**config.mk**
```make
export PLATFORM = sky130hd
export DESIGN_NAME = serial_frame_receiver
export DESIGN_NICKNAME = d
export VERILOG_FILES = /design/src/rtl/core/sfr_pkg.sv /design/src/rtl/core/sfr_front.sv /design/src/rtl/core/sfr_queue.sv /design/src/rtl/core/sfr_back.sv /design/src/rtl/core/serial_frame_receiver.sv
export SDC_FILE = /design/constraint.sdc
export NUM_CORES = 1
export LEC_CHECK = 0
export BUFFER_PORTS_ARGS = -buffer_cell sky130_fd_sc_hd__buf_2
export CORE_ASPECT_RATIO = 0.8
export CORE_MARGIN = 3
export CORE_UTILIZATION = 45
export DETAILED_ROUTE_END_ITERATION = 8
export GPL_ROUTABILITY_DRIVEN = 0
export MAX_ROUTING_LAYER = met4
export PLACE_DENSITY_LB_ADDON = 0.1
export SETUP_SLACK_MARGIN = 0.4
export SKIP_CTS_REPAIR_TIMING = 1
export SLEW_MARGIN = 20
export SYNTH_ARGS = -nofsm -noshare
export SYNTH_HDL_FRONTEND = slang
export SYNTH_SLANG_ARGS = --single-unit
export TNS_END_PERCENT = 20
```
**constraint.sdc**
```tcl
create_clock -name i_clk -period 3.8 [get_ports i_clk]
set_input_delay 0.38 -clock i_clk [delete_from_list [all_inputs] [get_ports i_clk]]
set_output_delay 0.38 -clock i_clk [all_outputs]
set_load 0.05 [all_outputs]
```
**src/rtl/core/sfr_pkg.sv**
```systemverilog
// ----------------------------------------------------------------------------
// sfr_pkg: shared types and constants of the serial frame receiver
// Holds the header bytes, the item kind codes and the result item struct that
// travels from the front end through the queue to the output stage.
// ----------------------------------------------------------------------------
`default_nettype none

package sfr_pkg;

    // header sync bytes and register reset value
    localparam logic [7:0] SYNC_FIRST        = 8'h55;
    localparam logic [7:0] SYNC_SECOND       = 8'hAA;
    localparam logic [7:0] OWN_ADDRESS_RESET = 8'hFE;

    // number of bytes kept for the header search
    localparam int HIST_DEPTH = 5;

    // result item kinds
    localparam logic KIND_BODY = 1'b0;
    localparam logic KIND_END  = 1'b1;

    // width of the packed output beat, whole bytes
    localparam int OUT_FIELDS_W = 33;
    localparam int OUT_TDATA_W  = 40;

    // one classified result item
    typedef struct packed {
        logic       item_kind;
        logic [7:0] body_byte;
        logic [7:0] body_index;
        logic       frame_good;
        logic [7:0] frame_command;
        logic [7:0] frame_length;
    } t_sfr_item;

endpackage

`default_nettype wire

```
**src/rtl/core/sfr_front.sv**
```systemverilog
// ----------------------------------------------------------------------------
// sfr_front: byte intake and frame tracking
// Keeps the byte history, matches the header, follows the body and checksum
// and pushes one classified result item per accepted body or checksum byte.
// ----------------------------------------------------------------------------
`default_nettype none

module sfr_front (
    input  wire                  i_clk,
    input  wire                  i_rst_n,
    input  wire                  i_cfg_wr_en,
    input  wire [7:0]            i_cfg_wr_data,
    input  wire                  i_accept,
    input  wire [7:0]            i_rx_byte,
    output logic                 o_push,
    output sfr_pkg::t_sfr_item   o_item
);
    import sfr_pkg::*;

    logic [7:0] r_own_address;
    logic [7:0] r_hist [HIST_DEPTH];
    logic       r_in_frame,   n_in_frame;
    logic [7:0] r_bytes_left, n_bytes_left;
    logic [7:0] r_sum,        n_sum;
    logic [7:0] r_body_count, n_body_count;
    logic [7:0] r_command,    n_command;
    logic       hdr_match;

    // header seen in the five previous bytes
    assign hdr_match = (r_hist[0] == SYNC_FIRST) && (r_hist[1] == SYNC_SECOND) &&
                       (r_hist[2] == r_own_address) && (r_hist[4] != 8'd0);

    // classify the byte and work out the next frame state
    always_comb begin
        n_in_frame   = r_in_frame;
        n_bytes_left = r_bytes_left;
        n_sum        = r_sum;
        n_body_count = r_body_count;
        n_command    = r_command;
        o_push       = 1'b0;
        o_item       = '0;
        if (!r_in_frame) begin
            if (hdr_match) begin
                n_in_frame       = 1'b1;
                n_command        = i_rx_byte;
                n_sum            = i_rx_byte;
                n_body_count     = 8'd1;
                n_bytes_left     = r_hist[4] - 8'd1;
                o_push           = i_accept;
                o_item.item_kind = KIND_BODY;
                o_item.body_byte = i_rx_byte;
            end
        end else if (r_bytes_left != 8'd0) begin
            n_sum             = r_sum + i_rx_byte;
            n_body_count      = r_body_count + 8'd1;
            n_bytes_left      = r_bytes_left - 8'd1;
            o_push            = i_accept;
            o_item.item_kind  = KIND_BODY;
            o_item.body_byte  = i_rx_byte;
            o_item.body_index = r_body_count;
        end else begin
            n_in_frame           = 1'b0;
            o_push               = i_accept;
            o_item.item_kind     = KIND_END;
            o_item.frame_good    = (~r_sum == i_rx_byte);
            o_item.frame_command = r_command;
            o_item.frame_length  = r_body_count;
        end
    end

    // own address register
    always_ff @(posedge i_clk) begin
        if (!i_rst_n) begin
            r_own_address <= OWN_ADDRESS_RESET;
        end else if (i_cfg_wr_en) begin
            r_own_address <= i_cfg_wr_data;
        end
    end

    // frame state and history, advanced on every accepted beat
    always_ff @(posedge i_clk) begin
        if (!i_rst_n) begin
            for (int i = 0; i < HIST_DEPTH; i++) begin
                r_hist[i] <= 8'd0;
            end
            r_in_frame   <= 1'b0;
            r_bytes_left <= 8'd0;
            r_sum        <= 8'd0;
            r_body_count <= 8'd0;
            r_command    <= 8'd0;
        end else if (i_accept) begin
            for (int i = 0; i < HIST_DEPTH - 1; i++) begin
                r_hist[i] <= r_hist[i + 1];
            end
            r_hist[HIST_DEPTH - 1] <= i_rx_byte;
            r_in_frame   <= n_in_frame;
            r_bytes_left <= n_bytes_left;
            r_sum        <= n_sum;
            r_body_count <= n_body_count;
            r_command    <= n_command;
        end
    end

    // an end report comes only from the checksum byte of an open frame
    a_end_in_frame: assert property (@(posedge i_clk) disable iff (!i_rst_n)
        o_push && (o_item.item_kind == KIND_END) |-> r_in_frame && (r_bytes_left == 8'd0))
        else $error("end report outside a frame");

    // an open frame has counted at least its command byte
    a_count_nonzero: assert property (@(posedge i_clk) disable iff (!i_rst_n)
        r_in_frame |-> (r_body_count != 8'd0))
        else $error("open frame with empty body count");

endmodule

`default_nettype wire

```
**src/rtl/core/sfr_queue.sv**
```systemverilog
// ----------------------------------------------------------------------------
// sfr_queue: result item queue between front end and output stage
// Small register queue, fill count; one push unless full, one pop per cycle.
// ----------------------------------------------------------------------------
`default_nettype none

module sfr_queue #(
    parameter int DEPTH = 4
) (
    input  wire                  i_clk,
    input  wire                  i_rst_n,
    input  wire                  i_push,
    input  wire sfr_pkg::t_sfr_item i_item,
    output logic                 o_full,
    input  wire                  i_pop,
    output logic                 o_valid,
    output sfr_pkg::t_sfr_item   o_item
);
    import sfr_pkg::*;

    localparam int PTR_W = $clog2(DEPTH);
    localparam int CNT_W = $clog2(DEPTH + 1);

    t_sfr_item           r_store [DEPTH];
    logic [PTR_W-1:0]    r_wr_ptr;
    logic [PTR_W-1:0]    r_rd_ptr;
    logic [CNT_W-1:0]    r_count;
    logic                do_push;
    logic                do_pop;

    assign o_full  = (r_count == CNT_W'(DEPTH));
    assign o_valid = (r_count != '0);
    assign o_item  = r_store[r_rd_ptr];
    assign do_push = i_push && !o_full;
    assign do_pop  = i_pop && o_valid;

    // storage write
    always_ff @(posedge i_clk) begin
        if (do_push) begin
            r_store[r_wr_ptr] <= i_item;
        end
    end

    // pointers and fill count
    always_ff @(posedge i_clk) begin
        if (!i_rst_n) begin
            r_wr_ptr <= '0;
            r_rd_ptr <= '0;
            r_count  <= '0;
        end else begin
            if (do_push) begin
                r_wr_ptr <= (r_wr_ptr == PTR_W'(DEPTH - 1)) ? '0 : r_wr_ptr + 1'b1;
            end
            if (do_pop) begin
                r_rd_ptr <= (r_rd_ptr == PTR_W'(DEPTH - 1)) ? '0 : r_rd_ptr + 1'b1;
            end
            if (do_push && !do_pop) begin
                r_count <= r_count + 1'b1;
            end else if (do_pop && !do_push) begin
                r_count <= r_count - 1'b1;
            end
        end
    end

    // the front end never pushes into a full queue
    a_no_overflow: assert property (@(posedge i_clk) disable iff (!i_rst_n)
        !(i_push && o_full))
        else $error("push into full queue");

    // a lone push grows the fill count by one
    a_count_up: assert property (@(posedge i_clk) disable iff (!i_rst_n)
        do_push && !do_pop |=> r_count == $past(r_count) + 1'b1)
        else $error("fill count did not follow push");

    // a lone pop shrinks the fill count by one
    a_count_down: assert property (@(posedge i_clk) disable iff (!i_rst_n)
        do_pop && !do_push |=> r_count == $past(r_count) - 1'b1)
        else $error("fill count did not follow pop");

endmodule

`default_nettype wire

```
**src/rtl/core/sfr_back.sv**
```systemverilog
// ----------------------------------------------------------------------------
// sfr_back: output register stage
// Takes items from the queue into the output register and packs them into
// the output beat; refills in the same cycle that a beat is taken.
// ----------------------------------------------------------------------------
`default_nettype none

module sfr_back (
    input  wire                          i_clk,
    input  wire                          i_rst_n,
    input  wire                          i_q_valid,
    input  wire sfr_pkg::t_sfr_item      i_q_item,
    output logic                         o_q_pop,
    output logic                         o_tvalid,
    input  wire                          i_tready,
    output logic [sfr_pkg::OUT_TDATA_W-1:0] o_tdata,
    output logic [0:0]                   o_tuser
);
    import sfr_pkg::*;

    logic      r_valid;
    t_sfr_item r_item;

    // load when the register is empty or its beat leaves now
    assign o_q_pop = i_q_valid && (!r_valid || i_tready);

    always_ff @(posedge i_clk) begin
        if (!i_rst_n) begin
            r_valid <= 1'b0;
        end else if (!r_valid || i_tready) begin
            r_valid <= i_q_valid;
        end
    end

    always_ff @(posedge i_clk) begin
        if (o_q_pop) begin
            r_item <= i_q_item;
        end
    end

    // pack fields from the lowest bit up
    assign o_tvalid = r_valid;
    assign o_tuser  = r_item.item_kind;
    assign o_tdata  = {(OUT_TDATA_W - OUT_FIELDS_W)'(0),
                       r_item.frame_length, r_item.frame_command, r_item.frame_good,
                       r_item.body_index, r_item.body_byte};

endmodule

`default_nettype wire

```
**src/rtl/core/serial_frame_receiver.sv**
```systemverilog
// ----------------------------------------------------------------------------
// serial_frame_receiver: header, length and checksum deframer
// Finds frames in a received byte stream, reports every body byte with its
// index and an end report with command, length and checksum result.
//
//   channel   dir  beat contents
//   s_axis    in   tdata[7:0] rx_byte
//   m_axis    out  tuser[0] item_kind; tdata body_byte, body_index,
//                  frame_good, frame_command, frame_length
//   cfg       in   own_address, written when i_cfg_wr_en is high
//
// One byte is taken per cycle unless the queue is full; header compare, running
// sum and counters settle in that cycle. Results pass queue and output stage.
// Reset is synchronous; own_address returns to 0xFE and the search restarts.
// s_axis_tready drops only when the result queue (QUEUE_DEPTH items) is full;
// with the output register also holding one, a stalled m_axis holds the input
// back after QUEUE_DEPTH + 1 results.
// ----------------------------------------------------------------------------
`default_nettype none

module serial_frame_receiver #(
    parameter int QUEUE_DEPTH = 4
) (
    input  wire                           i_clk,
    input  wire                           i_rst_n,
    input  wire                           i_cfg_wr_en,
    input  wire  [7:0]                    i_cfg_wr_data,
    input  wire                           s_axis_tvalid,
    output logic                          s_axis_tready,
    input  wire  [7:0]                    s_axis_tdata,  // [7:0] rx_byte
    output logic                          m_axis_tvalid,
    input  wire                           m_axis_tready,
    // [7:0] body_byte, [15:8] body_index, [16] frame_good,
    // [24:17] frame_command, [32:25] frame_length, [39:33] zero
    output logic [sfr_pkg::OUT_TDATA_W-1:0] m_axis_tdata,
    output logic [0:0]                    m_axis_tuser   // [0] item_kind
);
    import sfr_pkg::*;

    logic      accept;
    logic      push;
    t_sfr_item push_item;
    logic      q_full;
    logic      q_valid;
    logic      q_pop;
    t_sfr_item q_item;

    assign s_axis_tready = !q_full;
    assign accept        = s_axis_tvalid && s_axis_tready;

    // front end: header search and frame tracking
    sfr_front u_front (
        .i_clk         (i_clk),
        .i_rst_n       (i_rst_n),
        .i_cfg_wr_en   (i_cfg_wr_en),
        .i_cfg_wr_data (i_cfg_wr_data),
        .i_accept      (accept),
        .i_rx_byte     (s_axis_tdata),
        .o_push        (push),
        .o_item        (push_item)
    );

    // queue between the two sides
    sfr_queue #(
        .DEPTH (QUEUE_DEPTH)
    ) u_queue (
        .i_clk   (i_clk),
        .i_rst_n (i_rst_n),
        .i_push  (push),
        .i_item  (push_item),
        .o_full  (q_full),
        .i_pop   (q_pop),
        .o_valid (q_valid),
        .o_item  (q_item)
    );

    // output register stage
    sfr_back u_back (
        .i_clk     (i_clk),
        .i_rst_n   (i_rst_n),
        .i_q_valid (q_valid),
        .i_q_item  (q_item),
        .o_q_pop   (q_pop),
        .o_tvalid  (m_axis_tvalid),
        .i_tready  (m_axis_tready),
        .o_tdata   (m_axis_tdata),
        .o_tuser   (m_axis_tuser)
    );

endmodule

`default_nettype wire
```
# Yosys cells after proc, flatten, opt, wreduce, memory -nomap -nowiden
# Memory sizes are Yosys's and may differ from the RTL's. A register that Yosys moved wholly into a read port is not among the register bits.
# Index checks and enable logic that the tools add are counted.
dict set report op_classes {
  add_sub_neg 8
  n_eq_ne 8
  muxes 35
  bitwise_logic 7
  reduce_logical 21
}
# cell n
set ops {}
lappend ops {{$mux 8} 15}
lappend ops {{$mux 25} 1}
lappend ops {{$mux 17} 1}
lappend ops {{$eq 8x8->1} 2}
lappend ops {{$mux 16} 1}
lappend ops {{$reduce_bool 8->1} 2}
lappend ops {{$sub 8x1->8 const B} 2}
lappend ops {{$mux 1} 12}
lappend ops {{$logic_and 1x1->1} 9}
lappend ops {{$mux 9} 1}
lappend ops {{$add 8x1->8 const B} 1}
lappend ops {{$add 8x8->8} 1}
lappend ops {{$eq 8x7->1 const B} 1}
lappend ops {{$eq 8x8->1 const B} 1}
lappend ops {{$not 8->8} 1}
lappend ops {{$mux 3} 2}
lappend ops {{$reduce_and 3->1} 2}
lappend ops {{$or 1x1->1} 5}
lappend ops {{$add 2x1->2 const B} 2}
lappend ops {{$eq 2x2->1 const B} 2}
lappend ops {{$logic_not 1->1} 4}
lappend ops {{$mux 2} 2}
lappend ops {{$reduce_bool 2->1} 2}
lappend ops {{$add 3x1->3 const B} 1}
lappend ops {{other kinds (6)} 6}
dict set report word_totals {
  ff_bits 49
  mem_bits_rw 176
  input_bits 21
  output_inout_bits 43
  n_memories 2
}
# memory depth word_bits read_ports rd_clocked_by_memory_dff wr line_no
set memory_table {}
lappend memory_table {u_queue.r_store 4 34 1 1 1 sfr_queue.sv:24} ;# t_sfr_item r_store [DEPTH];
lappend memory_table {u_front.r_hist 5 8 5 0 5 sfr_front.sv:21} ;# logic [7:0] r_hist [HIST_DEPTH];

# Longest topological paths before layout
# Gate-level depths: netlist of run 1.
# An unclocked memory read counts as a cell.
dict set report depth {
  ltp_word 12
  mapped_depth 12
}

# Modules after synthesis
# From an unflattened synthesis of run 1, not the netlist that was laid out.
dict set report hier_totals {
  cells_unflattened 702
  hier_area_um2 10832.9
}
# module instances cells_each area_per_inst_um2 seq_area_each_um2
set modules_own_cells {}
lappend modules_own_cells {sfr_queue 1 229 5436.5 4264.1}
lappend modules_own_cells {sfr_front 1 425 4261.6 2021.9}
lappend modules_own_cells {sfr_back 1 46 1124.8 1041.0}
lappend modules_own_cells {serial_frame_receiver 1 2 10.0 0.0}

# Worst setup path after synthesis of run 1
# OpenSTA, ideal clock, no wires.
dict set report synth_path {
  path_type {register to register}
  from {register u_back.r_valid (netlist: u_back.o_tvalid)}
  to {register u_queue.r_count[2]}
  setup_time_ns 0.071
  arrival_time_ns 3.634
  required_time_ns 3.729
  setup_slack_ns 0.096
  stages_incl_launch_ff 9
  n_path_buf 0
  cell_sequence {dfxtp_1 -> a21oi_1 -> inv_1 -> ha_1 -> inv_1 -> fa_1 -> xor2_1 -> or3_1 -> a21oi_1}
}
dict set report synth_via {
  elab_chain_cells 7
}
# element line_no
set synth_rtl {}
lappend synth_rtl {{start, declared} sfr_back.sv:21} ;# logic r_valid;
lappend synth_rtl {{start signal, assigned} sfr_back.sv:31} ;# r_valid <= i_q_valid;
lappend synth_rtl {{$logic_not 1->1 (*)} sfr_back.sv:25} ;# assign o_q_pop = i_q_valid && (!r_valid || i_tready);
lappend synth_rtl {{$logic_or 1x1->1 (*)} sfr_back.sv:25}
lappend synth_rtl {{$logic_and 1x1->1 (*)} sfr_back.sv:25}
lappend synth_rtl {{via q_pop} serial_frame_receiver.sv:45} ;# logic q_pop;
lappend synth_rtl {{$logic_and 1x1->1 (*)} sfr_queue.sv:35} ;# assign do_pop = i_pop && o_valid;
lappend synth_rtl {{$logic_not 1->1} sfr_queue.sv:57} ;# if (do_push && !do_pop) begin
lappend synth_rtl {{$logic_and 1x1->1} sfr_queue.sv:57}
lappend synth_rtl {{$mux 3 or $reduce_bool 2->1 (tied branches)} --}
lappend synth_rtl {{end signal, assigned} sfr_queue.sv:58} ;# r_count <= r_count + 1'b1;
lappend synth_rtl {{end signal, assigned} sfr_queue.sv:60} ;# r_count <= r_count - 1'b1;
lappend synth_rtl {{end, declared} sfr_queue.sv:27} ;# logic [CNT_W-1:0] r_count;
# The timed path passes the listed nets; every way through them passes the cells marked *.
# A chain may end at the register's enable or synchronous reset.

==> metrics.log, run 1 <==
INFO  metric num_antenna_cells = 0
INFO  metric post-route-period-util = 82.35%
INFO  metric hold_violations = 0
INFO  metric first_global_vias = 6148
INFO  metric hold-worst-slack = 85.18 ps
INFO  metric total_vias_in_the_final_route = 5990
INFO  metric final-max-slew-violation-count = 0
INFO  metric run_status = finished, final reports clean
INFO  metric finish.net_count = 808
INFO  metric clock_sink_count = 259
INFO  metric critical-path-max-stage-delay = 440 ps
INFO  metric clock_latency = 520 ps
INFO  metric worstHoldPathType = in2reg
INFO  metric placement_rows = 49
INFO  metric synth_warnings = 0
INFO  metric setup_tns = 0 ps
INFO  metric layout_min_cycle_time = 3129 ps
INFO  metric htree_levels = 1
INFO  metric post_synth_most_frequent_cells = 210 x sky130_fd_sc_hd__edfxtp_1, 49 x sky130_fd_sc_hd__dfxtp_1, 48 x sky130_fd_sc_hd__nand2_1
INFO  metric yosysTopAreaCellShare = 58.58%
INFO  metric synth.yosys.seq_area_share = 67.69%
INFO  metric drt_pre_antenna_iters = 5
INFO  metric worst_clock_skew = 11.88 ps
INFO  metric worst_pin_slew = 840.8 ps
INFO  metric ioPinCount = 64
INFO  metric crit_path_max_fanout = 7
INFO  metric data_arrival_critical_path = 3570 ps
INFO  metric port_buffers = 56
INFO  metric postRouteWirelength = 21450 microns
INFO  metric design.die.area = 25830 sq um
INFO  metric ir_worst_vdd = 0.3535 mV
INFO  metric post_drt_wl_per_cell = 19.57 microns
INFO  metric syn2layout_area_growth = 13.57%
INFO  metric overflow = 0
INFO  metric ys_async_sr_fraction = 0%
INFO  metric rsz_0062_raised_after_global_routing = no
INFO  metric tritoncts = built
INFO  metric timing.critical_path.slowest_stage_cell = sky130_fd_sc_hd__fa_1
INFO  metric netlist_instances = 708
INFO  metric count_of_state_elements_after_synthesis = 259
INFO  metric critPathKind = reg2reg
INFO  metric drc_errors = 0
INFO  metric relSlewSlack = 43.53%
INFO  metric powerDensity = 637.0 nW/um^2
INFO  metric drtIter0Drc = 451
INFO  metric pin_count_of_the_biggest_net_entering_global_routing = 58
INFO  metric final-setup-viol-count = 0
INFO  metric cts_buffers = 26
INFO  metric avgViaCountPerCell = 5.465
INFO  metric cts.reportedPaths.clkPinSlew = 60 ps
INFO  metric grt_pass1_wl = 34370 microns
INFO  metric synthDominantAreaCellType = sky130_fd_sc_hd__edfxtp_1
INFO  metric synthTopCellsByArea = sky130_fd_sc_hd__edfxtp_1 59%, sky130_fd_sc_hd__dfxtp_1 9.1%, sky130_fd_sc_hd__mux4_2 7.1%
INFO  metric cp.required = 4240 ps
INFO  metric cp-end-kind = register
INFO  metric clock_tree.root_cell = sky130_fd_sc_hd__clkbuf_16
INFO  metric bufs_on_longest_clock_path = 3
INFO  metric drive_gt1_share = 21.39%
INFO  metric die_h = 144.3 microns
INFO  metric critical_path.cell_chain = and4bb_1 -> nand4_1 -> nor4_2 -> and2_1 -> o21a_1 -> ha_1 -> inv_1 -> fa_1 -> xor2_1 -> or3_1 -> a21oi_1
INFO  metric leakage_power_figure = 4.656 nW
INFO  metric place_hpwl = 13650 microns
INFO  metric synth.distinct_cells = 68
INFO  metric number_of_flops_mapped_to_enable_cells_by_yosys = 210
INFO  metric timing.max_cap.violations = 0
INFO  metric timing.critical_path.from_type = register
INFO  metric synth_area = 10770 sq um
INFO  metric antenna_found_initial = 0
INFO  metric antenna_left = 0
INFO  metric synth.avg_cell_area = 15.21 sq um
INFO  metric yosysMostFrequentCell = sky130_fd_sc_hd__edfxtp_1
INFO  metric design.core.area = 22990 sq um
INFO  metric die_w = 178.9 microns
INFO  metric grt.total_usage = 17.70%
INFO  metric fmaxAchievable = 319.5 MHz
INFO  metric initial_cell_density_of_the_core = 46.82%
INFO  metric yosys_most_used_dff = sky130_fd_sc_hd__edfxtp_1
## placed cells by master, fill, tap and decap left out, types with 15 or more instances in the layout
cell / netlist / routed
sky130_fd_sc_hd__clkbuf_16: 0 / 27
sky130_fd_sc_hd__a21oi_1: 26 / 25
sky130_fd_sc_hd__nand2_1: 48 / 48
sky130_fd_sc_hd__and2_1: 38 / 38
sky130_fd_sc_hd__and3_1: 41 / 41
sky130_fd_sc_hd__mux2i_1: 20 / 20
sky130_fd_sc_hd__ha_1: 15 / 15
sky130_fd_sc_hd__buf_4: 11 / 16
sky130_fd_sc_hd__edfxtp_1: 210 / 210
sky130_fd_sc_hd__nor2_1: 29 / 29
sky130_fd_sc_hd__dfxtp_1: 49 / 48
sky130_fd_sc_hd__buf_2: 7 / 56
sky130_fd_sc_hd__mux4_2: 34 / 34
## path summary, 6_finish.rpt
kind                        startpoint                       end  slack, ps  cells past startpoint
hold reg to reg   u_front.r_command[4]      u_front.r_command[4]        450                      2
hold / removal        i_cfg_wr_data[4]  u_front.r_own_address[4]         90                      3
setup / recovery  u_front.r_hist[1][2]        u_queue.r_count[2]        670                     11
setup reg to reg  u_front.r_hist[1][2]        u_queue.r_count[2]        670                     11
## per-stage QoR
stage	instance area (sq um)	cells	setup WS [ps]	utilization, %	power [W]
floorplan	10790	714	860.2	-	0.004865
detailed placement	11350	1048	648.1	49.35	0.005274
global placement	11350	1048	770.7	49.35	0.005260
CTS	12230	1096	619.4	53.18	0.007892
global route	12230	1096	421.5	53.18	0.008127
finish	12230	1096	670.6	53.18	0.007789
## critical path, delay by kind of cell (launching register included)
| family | cells | cell delay, ps |
|---|---|---|
| XOR/XNOR | 1 | 180 |
| AO/OA/AOI/OAI | 2 | 450 |
| adder cells (fa/ha/maj) | 2 | 680 |
| flip-flops | 1 | 370 |
| AND/OR/NAND/NOR | 5 | 1310 |
| buffers and inverters | 1 | 70 |
## where the power goes
part / internal [W] / switching, W
combinational: 0.000404 / 0.00124
sequential: 0.00340 / 0.000135
clock: 0.00157 / 0.00104
## registers in the layout, indices dropped and copies added, names as in the netlist, 2 cells and up
| register | flops |
|---|---|
| u_front.r_body_count | 8 |
| u_front.r_hist | 40 |
| u_back.o_tdata | 33 |
| u_front.r_sum | 8 |
| u_front.r_command | 8 |
| u_front.r_own_address | 8 |
| u_queue.r_wr_ptr | 2 |
| u_queue.r_store | 136 |
| u_queue.r_rd_ptr | 2 |
| u_queue.r_count | 3 |
| u_front.r_bytes_left | 8 |
## cell type report
| cell class | instances | area [sq um] |
|---|---|---|
| Fill cell | 1913 | 10760 |
| Sequential cell | 259 | 7288 |
| Multi-Input combinational cell | 398 | 3226 |
| Clock buffer | 30 | 686.9 |
| Timing Repair Buffer | 72 | 400.4 |
| Tap cell | 306 | 382.9 |
| Clock inverter | 18 | 193.9 |
| Inverter | 13 | 48.80 |
## per-layer routing
metal / global-route usage (%) / up-vias / part of all wire, % / wire length (microns)
met1: 25.64 / 2988 / 48 / 10210
met3: 3.018 / 32 / 5.1 / 1090
met5: - / - / 0 / 0
met4: 4.180 / 0 / 2.2 / 463
met2: 26.43 / 136 / 45 / 9687
li1: - / 2834 / - / -
## cell families (layout without fill, tap and decap cells)
family / Yosys count / after routing / synth area share, %
DFF: 259 / 259 / 67.69
AOI/OAI and AO/OA: 82 / 82 / 5.253
xor gates and xnor gates: 16 / 16 / 1.302
adders and majority gates: 17 / 17 / 2.115
muxes: 55 / 55 / 9.077
buffers and inverters: 57 / 133 / 2.661
other: 1 / 7 / 0.03483
and+or+nand+nor: 221 / 221 / 11.87
Note: power is estimated with default switching activity, not from simulation.
==> run 2, diff against run 1 <==
==> constraint.sdc (replaced) <==
create_clock -name i_clk -period 3.1 [get_ports i_clk]
set_input_delay 0.31 -clock i_clk [delete_from_list [all_inputs] [get_ports i_clk]]
set_output_delay 0.31 -clock i_clk [all_outputs]
set_load 0.05 [all_outputs]
==> run 2 against run 1 <==
The flow now finishes with violations (hold timing). Clock power grew 20%. Maximum frequency rose by 9.3%. Cell count grew 2.2%. Setup slack got worse by 430 ps. First-iteration DRC count is 11% higher. Non-clock buffer count up 21. Clock skew decreased by 1.1 ps. Count of clock-buffer cells in the layout rose by 2. Total power increased by 22%. Routed wire length up 5.1%. Largest power group unchanged.
==> metrics.log, run 2 (same netlist as run 1, synthesis figures left out) <==
INFO  metric data_arrival_critical_path = 3330 ps
INFO  metric die_w = 178.9 microns
INFO  metric post_drt_wl_per_cell = 20.13 microns
INFO  metric first_global_vias = 6331
INFO  metric crit_path_max_fanout = 2
INFO  metric syn2layout_area_growth = 15.56%
INFO  metric met2_usage = 28.49%
INFO  metric rr_startpoint = u_front.r_hist[1][4]
INFO  metric cts.reportedPaths.clkPinSlew = 60 ps
INFO  metric ir_worst_vdd = 0.3625 mV
INFO  metric worst_pin_slew = 551.4 ps
INFO  metric placement_cell_area = 11410 sq um
INFO  metric timing.max_cap.violations = 0
INFO  metric critical_path.cell_chain = and4bb_1 -> nand4_1 -> nor4_4 -> and2_4 -> o21a_1 -> ha_2 -> inv_2 -> fa_2 -> xor2_1 -> or3_1 -> a21oi_2
INFO  metric max_ffs_per_register = 136
INFO  metric antenna_found_initial = 1
INFO  metric critical-path-max-stage-delay = 380 ps
INFO  metric rsz_0062_raised_after_global_routing = yes
INFO  metric drive_gt1_share = 23.99%
INFO  metric layout.cells.most_common = sky130_fd_sc_hd__edfxtp_1
INFO  metric grt-busiest-layer = met2
INFO  metric drc_errors = 0
INFO  metric hold-worst-slack = -2.839 ps
INFO  metric setup_tns = 0 ps
INFO  metric hold_violations = 1
INFO  metric timing.critical_path.slowest_stage_cell = sky130_fd_sc_hd__edfxtp_1
INFO  metric worst_clock_skew = 10.76 ps
INFO  metric die_h = 144.3 microns
INFO  metric finish.net_count = 830
INFO  metric htree_levels = 1
INFO  metric port_buffers = 56
INFO  metric avgViaCountPerCell = 5.561
INFO  metric design.core.area = 22990 sq um
INFO  metric worstHoldPathType = in2reg
INFO  metric final_cell_area = 12440 sq um
INFO  metric grt.total_usage = 18.21%
INFO  metric design.die.area = 25830 sq um
INFO  metric fmaxAchievable = 349.1 MHz
INFO  metric grt.met3_usage = 3.543%
INFO  metric bufs_on_longest_clock_path = 3
INFO  metric overflow = 0
INFO  metric total_vias_in_the_final_route = 6228
INFO  metric met1_usage = 24.90%
INFO  metric antenna_left = 0
INFO  metric pin_count_of_the_biggest_net_entering_global_routing = 53
INFO  metric run_status = finished, violations left
INFO  metric grt_pass1_wl = 35240 microns
INFO  metric post-route-period-util = 92.40%
INFO  metric clock_sink_count = 259
INFO  metric relSlewSlack = 63.24%
INFO  metric clock_tree.root_cell = sky130_fd_sc_hd__clkbuf_16
INFO  metric drt_pre_antenna_iters = 5
INFO  metric cts_buffers = 27
INFO  metric place_hpwl = 14160 microns
INFO  metric final-setup-viol-count = 0
INFO  metric critPathKind = reg2reg
INFO  metric powerDensity = 766.3 nW/um^2
INFO  metric layout_min_cycle_time = 2864 ps
INFO  metric initial_cell_density_of_the_core = 46.82%
INFO  metric timing.hold.worst.start = i_cfg_wr_data[6]
INFO  metric cp-end-kind = register
INFO  metric ioPinCount = 64
INFO  metric commonest_cells_after_routing_fill_and_taps_aside = 210 x sky130_fd_sc_hd__edfxtp_1, 56 x sky130_fd_sc_hd__buf_2, 48 x sky130_fd_sc_hd__nand2_1, 48 x sky130_fd_sc_hd__dfxtp_1, 41 x sky130_fd_sc_hd__and3_1
INFO  metric timing.critical_path.from_type = register
INFO  metric crit_start = u_front.r_hist[1][4]
INFO  metric fillerInstances = 1881
INFO  metric postRouteWirelength = 22540 microns
INFO  metric clock_latency = 540 ps
INFO  metric failed_checks = hold timing
INFO  metric placement_rows = 49
INFO  metric max_flop_register = u_queue.r_store
INFO  metric final-max-slew-violation-count = 0
INFO  metric final_core_util = 54.11%
INFO  metric leakage_power_figure = 4.790 nW
INFO  metric tritoncts = built
INFO  metric drtIter0Drc = 502
INFO  metric cp.required = 3570 ps
## run 2: cell type report
type / instances / area (sq um) / share of cell area [%]
Sequential cell: 259 / 7288 / 58.58
Multi-Input combinational cell: 398 / 3284 / 26.40
Clock buffer: 32 / 694.4 / 5.582
Timing Repair Buffer: 93 / 578.1 / 4.646
Tap cell: 306 / 382.9 / 3.078
Clock inverter: 18 / 161.4 / 1.297
Inverter: 13 / 48.80 / 0.3922
Antenna cell: 1 / 2.502 / 0.02011
## run 2: final timing paths
| kind | end | slack (ps) | cells after the start |
|---|---|---|---|
| worst max register to register | u_queue.r_count[2] | 240 | 11 |
| worst max-delay path | u_queue.r_count[2] | 240 | 11 |
| worst min register to register | u_front.r_command[1] | 450 | 2 |
| worst min-delay path | u_front.r_own_address[6] | -3 | 3 |
## run 2: power by group
group | internal [W] | switching (W)
sequential | 0.00417 | 0.000153
combinational | 0.000539 | 0.00156
clock | 0.00178 | 0.00132
## run 2: metal layers
layer	share of wire, %	wire length (microns)	vias to the layer above
met1	45	10240	3133
met5	0	0	-
met3	6.4	1450	28
met4	1.9	428	0
li1	-	-	2875
met2	46	10430	192
## run 2: per-stage QoR
stage | setup slack, ps | total power, W | hold WS [ps] | std cells
global route | 107.5 | 0.009945 | 4.066 | 1120
CTS | 225.3 | 0.009609 | -39.68 | 1106
global placement | 367.9 | 0.006467 | 435.4 | 1056
floorplan | 405.8 | 0.005972 | 427.3 | 714
finish | 235.7 | 0.009534 | -2.839 | 1120
detailed placement | 249.2 | 0.006487 | 447.6 | 1056
## run 2: critical path: cells and delay by family (launching register included)
family / cells / cell delay [ps]
flip-flops: 1 / 380
adder cells (fa/ha/maj): 2 / 530
buffers and inverters: 1 / 40
AO/OA/AOI/OAI: 2 / 270
XOR/XNOR: 1 / 150
AND/OR/NAND/NOR: 5 / 1430
==> run 3, diff against run 2 <==
--- a/config.mk
+++ b/config.mk
@@ -6,6 +6,8 @@
 export NUM_CORES = 1
 export LEC_CHECK = 0
 export BUFFER_PORTS_ARGS = -buffer_cell sky130_fd_sc_hd__buf_2
+export CELL_PAD_IN_SITES_DETAIL_PLACEMENT = 1
+export CELL_PAD_IN_SITES_GLOBAL_PLACEMENT = 1
 export CORE_ASPECT_RATIO = 0.8
 export CORE_MARGIN = 3
 export CORE_UTILIZATION = 45
==> run 3 against run 2 <==
The run still ends with hold timing left. Non-clock buffer count grew 2. First-iteration DRC count fell by 24%. Via count increased by 0.61%. Flip-flop and latch count is the same. Critical path depth is the same. Setup slack gained 40 ps. Count of clock-buffer cells in the layout rose by 8. Hold slack gained 1.7 ps. Sequential share of layout area shrank 0.29 points.
==> metrics.log, run 3 (same netlist as run 1, synthesis figures left out) <==
INFO  metric cp-end-kind = register
INFO  metric die_w = 178.9 microns
INFO  metric max_flop_register = u_queue.r_store
INFO  metric critPathCapture = u_queue.r_count[2]
INFO  metric avgViaCountPerCell = 5.585
INFO  metric rsz_0062_raised_after_global_routing = yes
INFO  metric final_cell_area = 12500 sq um
INFO  metric post-route-worst-setup-slack = 275.8 ps
INFO  metric finish.net_count = 832
INFO  metric drtIter0Drc = 383
INFO  metric powerDensity = 775.9 nW/um^2
INFO  metric grt.total_usage = 19.43%
INFO  metric rr_startpoint = u_front.r_hist[0][3]
INFO  metric run_status = finished, violations left
INFO  metric worstHoldPathType = in2reg
INFO  metric design.core.area = 22990 sq um
INFO  metric relSlewSlack = 39.00%
INFO  metric clock_sink_count = 259
INFO  metric total_vias_in_the_final_route = 6266
INFO  metric initial_cell_density_of_the_core = 46.82%
INFO  metric max_ffs_per_register = 136
INFO  metric bufs_on_longest_clock_path = 3
INFO  metric setup_tns = 0 ps
INFO  metric crit_start = u_front.r_hist[0][3]
INFO  metric tritoncts = built
INFO  metric reg2reg_setup_slack = 280 ps
INFO  metric critPathKind = reg2reg
INFO  metric cells_on_worst_reg2reg_path = 11
INFO  metric overflow = 0
INFO  metric final-setup-viol-count = 0
INFO  metric post_drt_wl_per_cell = 21.46 microns
INFO  metric htree_levels = 1
INFO  metric hold-worst-slack = -1.152 ps
INFO  metric pin_count_of_the_biggest_net_entering_global_routing = 47
INFO  metric first_global_vias = 6495
INFO  metric placement_cell_area = 11430 sq um
INFO  metric die_h = 144.3 microns
INFO  metric syn2layout_area_growth = 16.14%
INFO  metric ir_worst_vdd = 0.3879 mV
INFO  metric timing.critical_path.from_type = register
INFO  metric design.die.area = 25830 sq um
INFO  metric commonest_cells_after_routing_fill_and_taps_aside = 210 x sky130_fd_sc_hd__edfxtp_1, 56 x sky130_fd_sc_hd__buf_2, 48 x sky130_fd_sc_hd__dfxtp_1
INFO  metric timing.max_cap.violations = 0
INFO  metric dp_slack = 179.4 ps
INFO  metric r2r-end = u_queue.r_count[2]
INFO  metric cts.reportedPaths.clkPinSlew = 60 ps
INFO  metric failed_checks = hold timing
INFO  metric cp.required = 3570 ps
INFO  metric drive_gt1_share = 24.29%
INFO  metric cts_buffers = 27
INFO  metric worst_pin_slew = 906.6 ps
INFO  metric leakage_power_figure = 4.808 nW
INFO  metric data_arrival_critical_path = 3290 ps
INFO  metric place_hpwl = 15740 microns
INFO  metric fmaxAchievable = 354.1 MHz
INFO  metric hold_violations = 1
INFO  metric final-max-slew-violation-count = 0
INFO  metric clock_tree.root_cell = sky130_fd_sc_hd__clkbuf_16
INFO  metric grt_pass1_wl = 37450 microns
INFO  metric layout_min_cycle_time = 2824 ps
INFO  metric antenna_left = 0
INFO  metric postRouteWirelength = 24080 microns
INFO  metric drc_errors = 0
INFO  metric placement_rows = 49
INFO  metric antenna_found_initial = 2
INFO  metric worst_clock_skew = 7.444 ps
INFO  metric crit_path_max_fanout = 2
INFO  metric clock_latency = 540 ps
INFO  metric post-route-period-util = 91.10%
INFO  metric final_core_util = 54.38%
INFO  metric port_buffers = 56
INFO  metric layout.cells.most_common = sky130_fd_sc_hd__edfxtp_1
INFO  metric drt_pre_antenna_iters = 5
INFO  metric ioPinCount = 64
==> run 3: cell count changes in the layout (fill, tap and decap cells not counted), sizes merged <==
cell	previous run	this run
buf	88	94
clkbuf	32	40
clkinv	14	6
clkinvlp	2	1
dlygate4sd3	5	1
inv	13	14
==> run 3: routing by layer <==
| metal | wire (microns) | track usage, % | vias up |
|---|---|---|---|
| li1 | - | - | 2882 |
| met1 | 11340 | 28.16 | 3191 |
| met5 | 0 | - | - |
| met2 | 11120 | 29.39 | 149 |
| met3 | 1180 | 3.045 | 44 |
| met4 | 435 | 4.180 | 0 |
==> run 3: worst min-delay path by stage <==
| stage | startpoint | endpoint | slack, ps | cells past startpoint |
|---|---|---|---|---|
| finish | i_cfg_wr_data[1] | u_front.r_own_address[1] | -1 | 3 |
| global placement | u_front.r_command[6] | u_front.r_command[6] | 440 | 2 |
| CTS | i_cfg_wr_data[5] | u_front.r_own_address[5] | -30 | 3 |
| floorplan | u_front.r_command[0] | u_front.r_command[0] | 430 | 2 |
| global route | i_cfg_wr_data[7] | u_front.r_own_address[7] | 4 | 3 |
| detailed placement | u_front.r_command[2] | u_front.r_command[2] | 450 | 2 |
==> run 3: cell type report <==
class / instances / area (sq um)
clock inverters: 10 / 120.1
fillers: 2211 / 10490
flip-flops and latches: 259 / 7288
clock buffers: 40 / 775.7
repair buffers: 95 / 625.6
multi-input cells: 398 / 3259
well taps: 306 / 382.9
diodes: 1 / 2.502
inverters: 13 / 48.80
==> run 3: metrics by stage <==
step	hold slack [ps]	std cells	power (W)
6_report	-1.152	1122	0.009702
5_1_grt	3.677	1122	0.01012
4_1_cts	-26.41	1105	0.009747
3_5_place_dp	446.2	1055	0.006521
3_3_place_gp	436.8	1055	0.006485
2_1_floorplan	427.3	714	0.005972
==> run 3: worst max-delay path, cell delays in order (launching register included) <==
cell                       delay [ps]
sky130_fd_sc_hd__edfxtp_1         370
sky130_fd_sc_hd__and4bb_1         280
sky130_fd_sc_hd__nand4_1          240
sky130_fd_sc_hd__nor4_4           300
sky130_fd_sc_hd__and2_4           190
sky130_fd_sc_hd__o21a_1           140
sky130_fd_sc_hd__ha_2             190
sky130_fd_sc_hd__inv_2             40
sky130_fd_sc_hd__fa_2             350
sky130_fd_sc_hd__xor2_2           160
sky130_fd_sc_hd__or3_1            380
sky130_fd_sc_hd__a21oi_2          120
==> run 3: power breakdown <==
group	internal, W	leakage (nW)	switching, W
Combinational	0.000555	1.65	0.00153
Sequential	0.00417	2.72	0.000214
Clock	0.00191	0.437	0.00131
